File: src/sv/zrxr_pkg.sv
// ----------------------------------------------------------------------------
// zrxr_pkg: shared types and constants of the zero-run XOR row decoder
// Sequencer states, configuration bundle and fixed field widths.
// ----------------------------------------------------------------------------
package zrxr_pkg;

   // fixed field widths
   localparam int CODE_W    = 8;
   localparam int PIX_W     = 8;
   localparam int CFG_W     = 13;
   localparam int ROW_W     = 12;
   localparam int OUT_COL_W = 12;
   localparam int COUNT_W   = 3;
   // wide enough to compare columns against any width up to 8192
   localparam int CMP_W     = 14;

   // pixels carried by one result and the slot index that walks them
   localparam int GROUP_SIZE = 4;
   localparam int SLOT_W     = $clog2(GROUP_SIZE);

   localparam int MAX_HEIGHT = 4096;

   // register indexes (byte address / 4)
   localparam logic REG_WIDTH  = 1'b0;
   localparam logic REG_HEIGHT = 1'b1;

   localparam logic [CFG_W-1:0] DIM_RESET = 13'd1;

   typedef enum logic [1:0] {
      ST_IDLE,
      ST_READ,
      ST_MERGE,
      ST_EMIT
   } state_type;

   typedef struct packed {
      logic [CFG_W-1:0] width;
      logic [CFG_W-1:0] height;
      logic             restart;
   } cfg_type;

endpackage

File: src/sv/zrxr_csr.sv
// ----------------------------------------------------------------------------
// zrxr_csr: configuration registers of the zero-run XOR row decoder
// APB-style write and read of image width and height, with range clamping.
// ----------------------------------------------------------------------------
module zrxr_csr #(
   parameter int MAX_WIDTH = 4096
) (
   input  logic                    clock,
   input  logic                    reset,
   input  logic                    psel,
   input  logic                    penable,
   input  logic                    pwrite,
   input  logic [2:0]              paddr,
   input  logic [31:0]             pwdata,
   output logic [31:0]             prdata,
   output zrxr_pkg::cfg_type       cfg
);

   logic [zrxr_pkg::CFG_W-1:0] width_ff, width_in;
   logic [zrxr_pkg::CFG_W-1:0] height_ff, height_in;
   logic [zrxr_pkg::CFG_W-1:0] wvalue;
   logic                       wr_hit;

   assign wr_hit = psel & penable & pwrite;
   assign wvalue = pwdata[zrxr_pkg::CFG_W-1:0];

   always_comb begin
      width_in  = width_ff;
      height_in = height_ff;
      if (wr_hit) begin
         case (paddr[2])
            zrxr_pkg::REG_WIDTH: begin
               if (wvalue == '0) begin
                  width_in = zrxr_pkg::CFG_W'(1);
               end else if ({1'b0, wvalue} > (zrxr_pkg::CFG_W + 1)'(MAX_WIDTH)) begin
                  width_in = zrxr_pkg::CFG_W'(MAX_WIDTH);
               end else begin
                  width_in = wvalue;
               end
            end
            zrxr_pkg::REG_HEIGHT: begin
               if (wvalue == '0) begin
                  height_in = zrxr_pkg::CFG_W'(1);
               end else if (wvalue > zrxr_pkg::CFG_W'(zrxr_pkg::MAX_HEIGHT)) begin
                  height_in = zrxr_pkg::CFG_W'(zrxr_pkg::MAX_HEIGHT);
               end else begin
                  height_in = wvalue;
               end
            end
            default: begin
               width_in = width_ff;
            end
         endcase
      end
   end

   always_ff @(posedge clock) begin
      if (reset) begin
         width_ff  <= zrxr_pkg::DIM_RESET;
         height_ff <= zrxr_pkg::DIM_RESET;
      end else begin
         width_ff  <= width_in;
         height_ff <= height_in;
      end
   end

   always_comb begin
      case (paddr[2])
         zrxr_pkg::REG_WIDTH:  prdata = 32'(width_ff);
         zrxr_pkg::REG_HEIGHT: prdata = 32'(height_ff);
         default:              prdata = '0;
      endcase
   end

   assign cfg.width   = width_ff;
   assign cfg.height  = height_ff;
   assign cfg.restart = wr_hit;

endmodule

File: config.mk
export PLATFORM = sky130hd
export DESIGN_NAME = zrxr_csr
export DESIGN_NICKNAME = d
export VERILOG_FILES = /design/src/sv/zrxr_pkg.sv /design/src/sv/zrxr_csr.sv
export SDC_FILE = /design/constraint.sdc
export NUM_CORES = 1
export LEC_CHECK = 0
export ABC_AREA = 1
export BUFFER_PORTS_ARGS = -buffer_cell sky130_fd_sc_hd__buf_4
export CAP_MARGIN = 0
export CORE_MARGIN = 2
export CORE_UTILIZATION = 39
export CTS_BUF_LIST = sky130_fd_sc_hd__clkbuf_4 sky130_fd_sc_hd__clkbuf_8 sky130_fd_sc_hd__clkbuf_16
export CTS_CLUSTER_SIZE = 25
export DETAILED_ROUTE_END_ITERATION = 12
export GPL_TIMING_DRIVEN = 0
export PLACE_DENSITY = 0.86
export SLEW_MARGIN = 25
export SYNTH_ARGS = -nofsm -noshare
export SYNTH_HDL_FRONTEND = slang
export SYNTH_SLANG_ARGS = --single-unit
File: constraint.sdc
create_clock -name clock -period 1.5 [get_ports clock]
set_input_delay 0.45 -clock clock [delete_from_list [all_inputs] [get_ports clock]]
set_output_delay 0.45 -clock clock [all_outputs]
set_load 0.02 [all_outputs]
==> impl_metrics.yaml, run 1 <==
routing:
  dr.pass1.iters: 4
  postRouteAntennaNets: 0
  drcViolationCount: 0
  vias: 1436
  drt-total-wl_um: 3810
  wl_per_cell_um: 12.29
  drt-initial-drc-count: 72
  routed_via_density: 4.632
floorplanning:
  start_util: 0.4141
  fp.coreArea_sq_um: 3103
  io_pins: 99
  die_x_um: 61.40
  die-area_sq_um: 3770
  die_h_um: 61.40
  core.rowCount: 20
logic_synthesis:
  synthTopCellsByArea: "dfxtp_1, nand2_1, buf_4"
  synth_xor_area_frac: 0
  synth.cells.most_frequent: "nand2_1, a21oi_1, dfxtp_1, buf_4, o21ai_0"
  synth_top_family_by_area: "simple AND/OR/NAND/NOR gates"
  ys_seq_area_frac: 0.4051
  synth-edff-count: 0
  yosysTopAreaCell: "dfxtp_1"
  synthCells: 184
  syn-cell-area_sq_um: 1285
  synth_compound_area_frac: 0.1947
  yosys.area_share.simple: 0.2249
  synth_adder_area_share: 0
  synthArstFlopShare: 0
  yosysUniqueCellTypes: 17
  synthMuxAreaShare: 0
  synth_area_per_cell_sq_um: 6.984
  synth.ff_latch_count: 26
  yosysTopAreaCellShare: 0.4051
  synth-main-ff-cell: "dfxtp_1"
  yosysMostFrequentCell: "nand2_1"
  synth_warnings: 0
grt:
  antenna_found_initial: 0
  grt_usage: 0.2003
  overflow: 0
  grt_max_degree: 16
  grt_pass1_wl_um: 5540
  grt_pass1_vias: 1248
run:
  maxCapViolations: 0
critical_path:
  required_ns: 1.05
  r2r_end: "height_ff[5]"
  worst_r2r_path_depth: 2
  critPathCaptureType: "output port"
  cp.buffers_inverters: 4
  cp.arrival_ns: 1.03
  cp_max_fo: 6
  cp_cell_sequence: "buf_6, inv_6, clkbuf_8, nand2_1, nand2_1, buf_6"
  crit_family: "buffers and inverters"
  crit_path_max_incr_delay_ns: 0.15
  cp-start-kind: "input pin"
  r2r_slack_ns: 0.82
  cp.depth: 6
  critPathSlowestCell: "clkbuf_8"
  path_class: "input pin to output port"
  r2r_start: "height_ff[5]"
sta:
  slew_violations: 0
  clock_skew_ns: 0
  setup_viol: 0
  fin_setup_tns_ns: 0
  setup_ws_ns: 0.02048
  period_needed_ns: 1.480
  max_freq_ghz: 0.6759
  finalHoldViolations: 0
  hold_ws_ns: 0.3186
  rsz0062_at_grt: "yes"
  finalCritPeriodShare: 0.9863
clock_network:
  cts_buffers: 3
  root_buffer: "clkbuf_4"
  cts_max_level: 1
  cts.sinks: 26
  clkTransAtPathRegs_ns: 0.14
  cts_max_path_buffers: 2
  cts_tree: "built"
  clk_latency_ns: 0.32
cells_and_area:
  fin_cells: 310
  regArea_sq_um: 524.3
  antenna_cells: 0
  syn_to_final_growth_pct: 54.14
  nets: 307
  nFillCells: 300
  layout-drive-gt1-share: 0.3684
  multiInputGateArea_sq_um: 610.6
  final_core_util: 0.6383
power:
  power_leakage_nw: 1.048
  combPwrFrac: 0.232
  p_per_area_nw_per_um2: 801.5
  pwr-share-seq: 0.462
  swShare: 0.2769
  p_int_mw: 1.148
  clkPwrFrac: 0.306
  ir_worst_vdd_v: 0.0003283
  p_switching_mw: 0.4396
min_path:
  hold_path_depth: 3
  min_from: "reset"
  min_to: "height_ff[0]"
  min_path_type: "input pin to flip-flop"
placed_design:
  dpl_worst_slack_ns: -0.4072
  port_buffers: 58
  place.gp.congestion: 0.8420
  dp.cells: 304
  hpwlAfterDp_um: 2704
outcome:
  status: "finished, final reports clean"
-- power groups by stage --
stage	Sequential [mW]	Clock (mW)	Combinational (mW)
floorplan	0.774	0	0.183
global route	0.737	0.522	0.396
CTS	0.733	0.486	0.362
finish	0.734	0.485	0.368
global placement	0.748	0	0.337
detailed placement	0.748	0	0.342
-- layer usage --
layer  routed length, um  up-vias  global-route usage
li1                    -      719                   -
met1                1615      636              0.2558
met2                1834       77              0.3526
met3                 334        4             0.03361
met4                  25        0             0.04863
met5                   0        -                   0
-- sequential cells by signal (all words and copies together) (netlist names) --
register,cells
height_ff,13
width_ff,13
-- through the flow --
step / power, mW / area, sq um
2_1_floorplan: 0.9571 / 1353
3_5_place_dp: 1.090 / 1843
3_3_place_gp: 1.085 / 1843
5_1_grt: 1.655 / 1981
6_report: 1.588 / 1981
4_1_cts: 1.581 / 1962
-- cells in the final DEF (no fill, tap or decap) --
cell type  synthesis  final
buf_4             22     74
nand2_1           57     57
a21oi_1           26     26
dfxtp_1           26     23
conb_1             1     19
o21ai_0           17     17
nor2_1             7      7
o21ai_1            7      7
inv_1              6      6
buf_6              0      6
clkbuf_8           0      3
buf_2              3      3
nand3_1            3      3
clkbuf_4           0      3
dfxtp_2            0      3
clkbuf_1           4      2
inv_6              0      1
nand3_2            1      1
and2_1             1      1
nor2_4             1      1
nor2_2             1      1
bufinv_16          0      1
buf_12             0      1
-- tightest hold or removal path, stage by stage --
cell     delay (ns)
buf_4          0.09
a21oi_1        0.03
nand2_1        0.05
-- cell families after synthesis --
group / count (synthesis)
flops: 26
simple gates: 71
compound gates: 50
buf+inv: 36
other cells: 1
-- worst max path at each step --
stage,start,end,slack [ns]
after global routing,paddr[2],prdata[4],-0.01
after floorplan,paddr[2],prdata[10],0.02
final,paddr[2],prdata[3],0.02
after detailed placement,paddr[2],prdata[6],-0.41
after CTS,paddr[2],prdata[3],0.02
after global placement,paddr[2],prdata[3],-0.40
-- timing repair --
action	in CTS	in global routing
gates cloned	1	0
setup endpoints to repair	10	6
hold buffers	0	0
pin swaps	1	0
setup buffers	1	0
gates resized for setup	11	7
-- cell type report --
type                       count  share of cell area
tap                           44             0.02780
sequential                    26              0.2647
clock buffer                   3             0.01137
multi-input combinational    140              0.3083
inverter                       7             0.01579
clock inverter                 1             0.01516
buffer                        29              0.1087
timing repair buffer          60              0.2483
No activity file was read; power rests on OpenSTA's default activity.
==> run 2, diff against run 1 <==
--- a/config.mk
+++ b/config.mk
@@ -10,10 +10,8 @@
 export CAP_MARGIN = 0
 export CORE_MARGIN = 2
 export CORE_UTILIZATION = 39
-export CTS_BUF_LIST = sky130_fd_sc_hd__clkbuf_4 sky130_fd_sc_hd__clkbuf_8 sky130_fd_sc_hd__clkbuf_16
 export CTS_CLUSTER_SIZE = 25
 export DETAILED_ROUTE_END_ITERATION = 12
-export GPL_TIMING_DRIVEN = 0
 export PLACE_DENSITY = 0.86
 export SLEW_MARGIN = 25
 export SYNTH_ARGS = -nofsm -noshare
==> run 2 against run 1 <==
Compared with the run above:
- wire length down 13%
- global-route usage down 0.73 points
- final area is 9.0% lower
- critical path type unchanged
- maximum frequency grew 1.4%
==> impl_metrics.yaml, run 2 (synthesis results as in run 1) <==
grt:
  overflow: 0
  grt_pass1_wl_um: 5340
  grt_usage: 0.1930
  grt_max_degree: 16
  grt_pass1_vias: 1212
  antenna_found_initial: 0
power:
  p_switching_mw: 0.4189
  swShare: 0.2744
  p_per_area_nw_per_um2: 846.9
  power_leakage_nw: 0.9337
  pwr-share-seq: 0.481
  combPwrFrac: 0.205
  p_int_mw: 1.108
  ir_worst_vdd_v: 0.0004191
  clkPwrFrac: 0.314
critical_path:
  cp_max_fo: 6
  cp-start-kind: "input pin"
  r2r_start: "width_ff[5]"
  path_class: "input pin to output port"
  r2r_end: "width_ff[5]"
  cp.arrival_ns: 1.01
  required_ns: 1.05
  worst_r2r_path_depth: 2
  critPathCaptureType: "output port"
  startpoint: "paddr[2]"
  r2r_slack_ns: 0.79
  crit_end: "prdata[9]"
sta:
  finalHoldViolations: 0
  max_freq_ghz: 0.6853
  rsz0062_at_grt: "no"
  period_needed_ns: 1.459
  setup_ws_ns: 0.04082
  finalCritPeriodShare: 0.9728
  slew_violations: 0
  clock_skew_ns: 0
  setup_viol: 0
floorplanning:
  die_x_um: 61.40
  core.rowCount: 20
  die_h_um: 61.40
  fp.coreArea_sq_um: 3103
  io_pins: 99
  die-area_sq_um: 3770
  start_util: 0.4141
cells_and_area:
  top_regs: "height_ff x13, width_ff x13"
  layout.cells.most_common_list: "buf_4, nand2_1, a21oi_1, dfxtp_1, conb_1"
  regArea_sq_um: 528.0
  mostFrequentLayoutCell: "buf_4"
  nFillCells: 319
  final_area_sq_um: 1803
  nets: 287
  syn_to_final_growth_pct: 40.31
  antenna_cells: 0
  multiInputGateArea_sq_um: 610.6
  layout-drive-gt1-share: 0.3374
clock_network:
  cts_max_level: 1
  clkTransAtPathRegs_ns: 0.15
  root_buffer: "clkbuf_4"
  cts_resized: 1
  cts_max_path_buffers: 2
  cts_buffers: 3
  post_cts_buffers: 0
  clk_latency_ns: 0.32
  cts_tree: "built"
  cts.sinks: 26
  cts_hold_buf: 0
placed_design:
  dpl_worst_slack_ns: -0.09294
  port_buffers: 58
  dpl_cell_area_sq_um: 1730
  hpwlAfterDp_um: 2617
  place.gp.congestion: 0.7844
min_path:
  min_path_type: "input pin to flip-flop"
  hold_path_depth: 3
routing:
  dr.pass1.iters: 4
  routed_via_density: 4.576
  drt-total-wl_um: 3324
  wl_per_cell_um: 11.46
  vias: 1327
  drt-initial-drc-count: 48
  drcViolationCount: 0
  postRouteAntennaNets: 0
run:
  maxCapViolations: 0
outcome:
  status: "finished, final reports clean"
## run 2: cell types whose count changed in the layout (fill, tap and decap cells not counted), sizes merged
| cell | delta |
|---|---|
| clkbuf | -5 |
| buf | -15 |
## run 2: cell type report
cell class / instances / share of cell area
Clock buffer: 3 / 0.01249
Sequential cell: 26 / 0.2929
Tap cell: 44 / 0.03053
Inverter: 7 / 0.01735
Timing Repair Buffer: 69 / 0.2915
Clock inverter: 1 / 0.01666
Multi-Input combinational cell: 140 / 0.3387
## run 2: critical path, stage by stage
cell and delay [ns]:
buf_4 0.15, buf_6 0.14, nand2_1 0.07, nand2_1 0.05
buf_4 0.15
## run 2: per-stage QoR
stage / TNS [ns] / instances / utilization / hold WS (ns) / total power, mW
4_1_cts: 0 / 290 / 0.5754 / 0.3159 / 1.536
6_report: 0 / 290 / 0.5810 / 0.3232 / 1.527
3_5_place_dp: -0.9099 / 286 / 0.5577 / 0.4796 / 1.058
2_1_floorplan: 0 / 202 / - / 0.5458 / 0.9571
3_3_place_gp: -0.7019 / 286 / 0.5577 / 0.4740 / 1.053
5_1_grt: 0 / 290 / 0.5810 / 0.3061 / 1.615
## run 2: power by group through the flow
stage	sequential [mW]	clock (mW)	combinational (mW)
finish	0.734	0.480	0.313
global route	0.738	0.533	0.344
CTS	0.733	0.491	0.312
detailed placement	0.748	0	0.311
global placement	0.747	0	0.306
floorplan	0.774	0	0.183
## run 2: metal layers
layer  track usage  part of all wire  vias to the layer above
li1              -                 -                      679
met1        0.2378              0.42                      582
met2        0.3283              0.49                       62
met3       0.06092             0.082                        4
met4       0.04863            0.0060                        0
met5             0                 0                        -
## run 2: worst min-delay path by stage
stage	endpoint	slack, ns	start
2_1_floorplan	height_ff[0]	0.55	reset
3_3_place_gp	height_ff[0]	0.47	height_ff[0]
3_5_place_dp	height_ff[0]	0.48	height_ff[0]
4_1_cts	height_ff[0]	0.32	reset
5_1_grt	height_ff[0]	0.31	reset
6_report	height_ff[0]	0.32	reset
==> run 3, diff against run 2 <==
--- a/config.mk
+++ b/config.mk
@@ -6,7 +6,7 @@
 export NUM_CORES = 1
 export LEC_CHECK = 0
 export ABC_AREA = 1
-export BUFFER_PORTS_ARGS = -buffer_cell sky130_fd_sc_hd__buf_4
+export BUFFER_PORTS_ARGS = -buffer_cell sky130_fd_sc_hd__buf_2
 export CAP_MARGIN = 0
 export CORE_MARGIN = 2
 export CORE_UTILIZATION = 39
==> constraint.sdc (replaced) <==
create_clock -name clock -period 1.47 [get_ports clock]
set_input_delay 0.441 -clock clock [delete_from_list [all_inputs] [get_ports clock]]
set_output_delay 0.441 -clock clock [all_outputs]
set_load 0.02 [all_outputs]
==> run 3 against run 2 <==
Compared with the run above:
- wire length fell by 2.3%
- register-to-register slack is essentially flat
- die area unchanged
- critical path type is now flip-flop to output port
- final area down 6.0%
- sequential share of layout area grew 1.9 points
- power fell by 8.2%
- via count decreased by 0.23%
- critical path depth shrank 2
- utilization is 3.5 points lower
- first-iteration DRC count is 13% higher
- non-clock buffer count increased by 1
- sequential power is 2% higher
==> impl_metrics.yaml, run 3 (synthesis results as in run 1) <==
outcome:
  status: "finished, final reports clean"
grt:
  grt_max_degree: 27
  grt_pass1_wl_um: 4692
  grt_usage: 0.1663
  grt_pass1_vias: 1049
  grtUsageMet3: 0.03992
  overflow: 0
  antenna_found_initial: 0
  busiest_layer: "met2"
  use_met1: 0.2113
  grtUsageMet2: 0.2781
routing:
  drt-total-wl_um: 3249
  wl_per_cell_um: 11.16
  routed_via_density: 4.550
  postRouteAntennaNets: 0
  vias: 1324
  dr.pass1.iters: 4
  drcViolationCount: 0
  drt-initial-drc-count: 54
placed_design:
  port_buffers: 58
  hpwlAfterDp_um: 2352
  dpl_worst_slack_ns: -0.05592
  place.gp.congestion: 0.7305
  dpl_cell_area_sq_um: 1590
critical_path:
  r2r_end: "width_ff[5]"
  cp_max_fo: 3
  cp.arrival_ns: 0.99
  worst_r2r_path_depth: 2
  required_ns: 1.03
  crit_family: "flip-flops"
  cp-start-kind: "flip-flop"
  critPathSlowestCell: "dfxtp_1"
  path_class: "flip-flop to output port"
  path_common_cell: "nand2_1"
  crit_path_max_incr_delay_ns: 0.38
  cp_cell_sequence: "nand2_1, nand2_1, buf_2"
  r2r_start: "width_ff[5]"
  critPathCaptureType: "output port"
  cp.depth: 3
  crit_end: "prdata[1]"
  cp.buffers_inverters: 1
  startpoint: "height_ff[1]"
  r2r_slack_ns: 0.78
cells_and_area:
  layout-drive-gt1-share: 0.3401
  top_regs: "height_ff x13, width_ff x13"
  regArea_sq_um: 528.0
  mostFrequentLayoutCell: "nand2_1"
  layout.cells.most_common_list: "nand2_1, buf_2, a21oi_1, dfxtp_1, conb_1"
  nets: 288
  nFillCells: 316
  antenna_cells: 0
  final_area_sq_um: 1695
  syn_to_final_growth_pct: 31.94
  multiInputGateArea_sq_um: 610.6
power:
  ir_worst_vdd_v: 0.0003959
  p_per_area_nw_per_um2: 826.4
  power_leakage_nw: 0.9253
clock_network:
  cts_max_level: 1
  cts_hold_buf: 0
  clk_latency_ns: 0.32
  clkTransAtPathRegs_ns: 0.14
  root_buffer: "clkbuf_4"
  cts_buffers: 3
  cts_max_path_buffers: 2
  cts.sinks: 26
  cts_tree: "built"
floorplanning:
  fp.coreArea_sq_um: 3103
  core.rowCount: 20
  die_h_um: 61.40
  io_pins: 99
  die_x_um: 61.40
  die-area_sq_um: 3770
  start_util: 0.4141
sta:
  finalHoldViolations: 0
  max_freq_ghz: 0.6997
  clock_skew_ns: 0
  setup_viol: 0
  finalCritPeriodShare: 0.9722
  setup_ws_ns: 0.04086
  period_needed_ns: 1.429
  slew_violations: 0
run:
  maxCapViolations: 0
min_path:
  min_path_type: "input pin to flip-flop"
[run 3: cell count changes in the layout (fill, tap and decap cells not counted), sizes merged]
cell,change
bufinv,-1
clkbuf,+2
[run 3: final cells by class]
cell class | instances | area share
repair buffers | 70 | 0.2561
flip-flops and latches | 26 | 0.3114
multi-input cells | 140 | 0.3601
inverters | 7 | 0.01845
clock buffers | 4 | 0.02140
well taps | 44 | 0.03247
[run 3: report_power, final]
part	switching [mW]	total (mW)	internal [mW]
Clock	0.204	0.355	0.151
Combinational	0.196	0.298	0.103
Sequential	0.0170	0.747	0.730
Total	0.417	1.40	0.984
[run 3: metal layers]
| metal | part of all wire | vias to the layer above |
|---|---|---|
| met3 | 0.086 | 4 |
| li1 | - | 683 |
| met4 | 0.0089 | 0 |
| met5 | 0 | - |
| met2 | 0.47 | 59 |
| met1 | 0.44 | 578 |
[run 3: timing repair]
action | CTS | global route
buffers inserted | 0 | 1
gates cloned | 0 | 1
gates resized for setup | 3 | 13
hold endpoints to repair | 0 | 0
pin swaps | 0 | 0
endpoints found under the setup margin | 13 | 13
[run 3: worst register-to-register path: cells and delay by family, from the launching register on]
kind	cells	cell delay, ns
flip-flops	1	0.36
AO/OA/AOI/OAI	2	0.23
[run 3: worst min-delay path by stage]
| stage | slack (ns) | startpoint | depth (start not counted) | endpoint |
|---|---|---|---|---|
| floorplan | 0.54 | reset | 2 | height_ff[0] |
| global placement | 0.47 | width_ff[0] | 2 | width_ff[0] |
| detailed placement | 0.49 | width_ff[0] | 2 | width_ff[0] |
| CTS | 0.33 | reset | 3 | width_ff[0] |
| global route | 0.34 | reset | 3 | height_ff[0] |
| finish | 0.34 | reset | 3 | height_ff[0] |
[run 3: metrics by stage]
| step | utilization | setup TNS, ns | instances | hold slack (ns) | power [mW] |
|---|---|---|---|---|---|
| 4_1_cts | 0.5274 | 0 | 289 | 0.3278 | 1.405 |
| 6_report | 0.5464 | 0 | 291 | 0.3357 | 1.401 |
| 5_1_grt | 0.5464 | -0.006117 | 291 | 0.3386 | 1.475 |
| 2_1_floorplan | - | 0 | 202 | 0.5368 | 0.9767 |
| 3_3_place_gp | 0.5125 | -0.3674 | 285 | 0.4715 | 1.037 |
| 3_5_place_dp | 0.5125 | -0.5169 | 285 | 0.4879 | 1.041 |
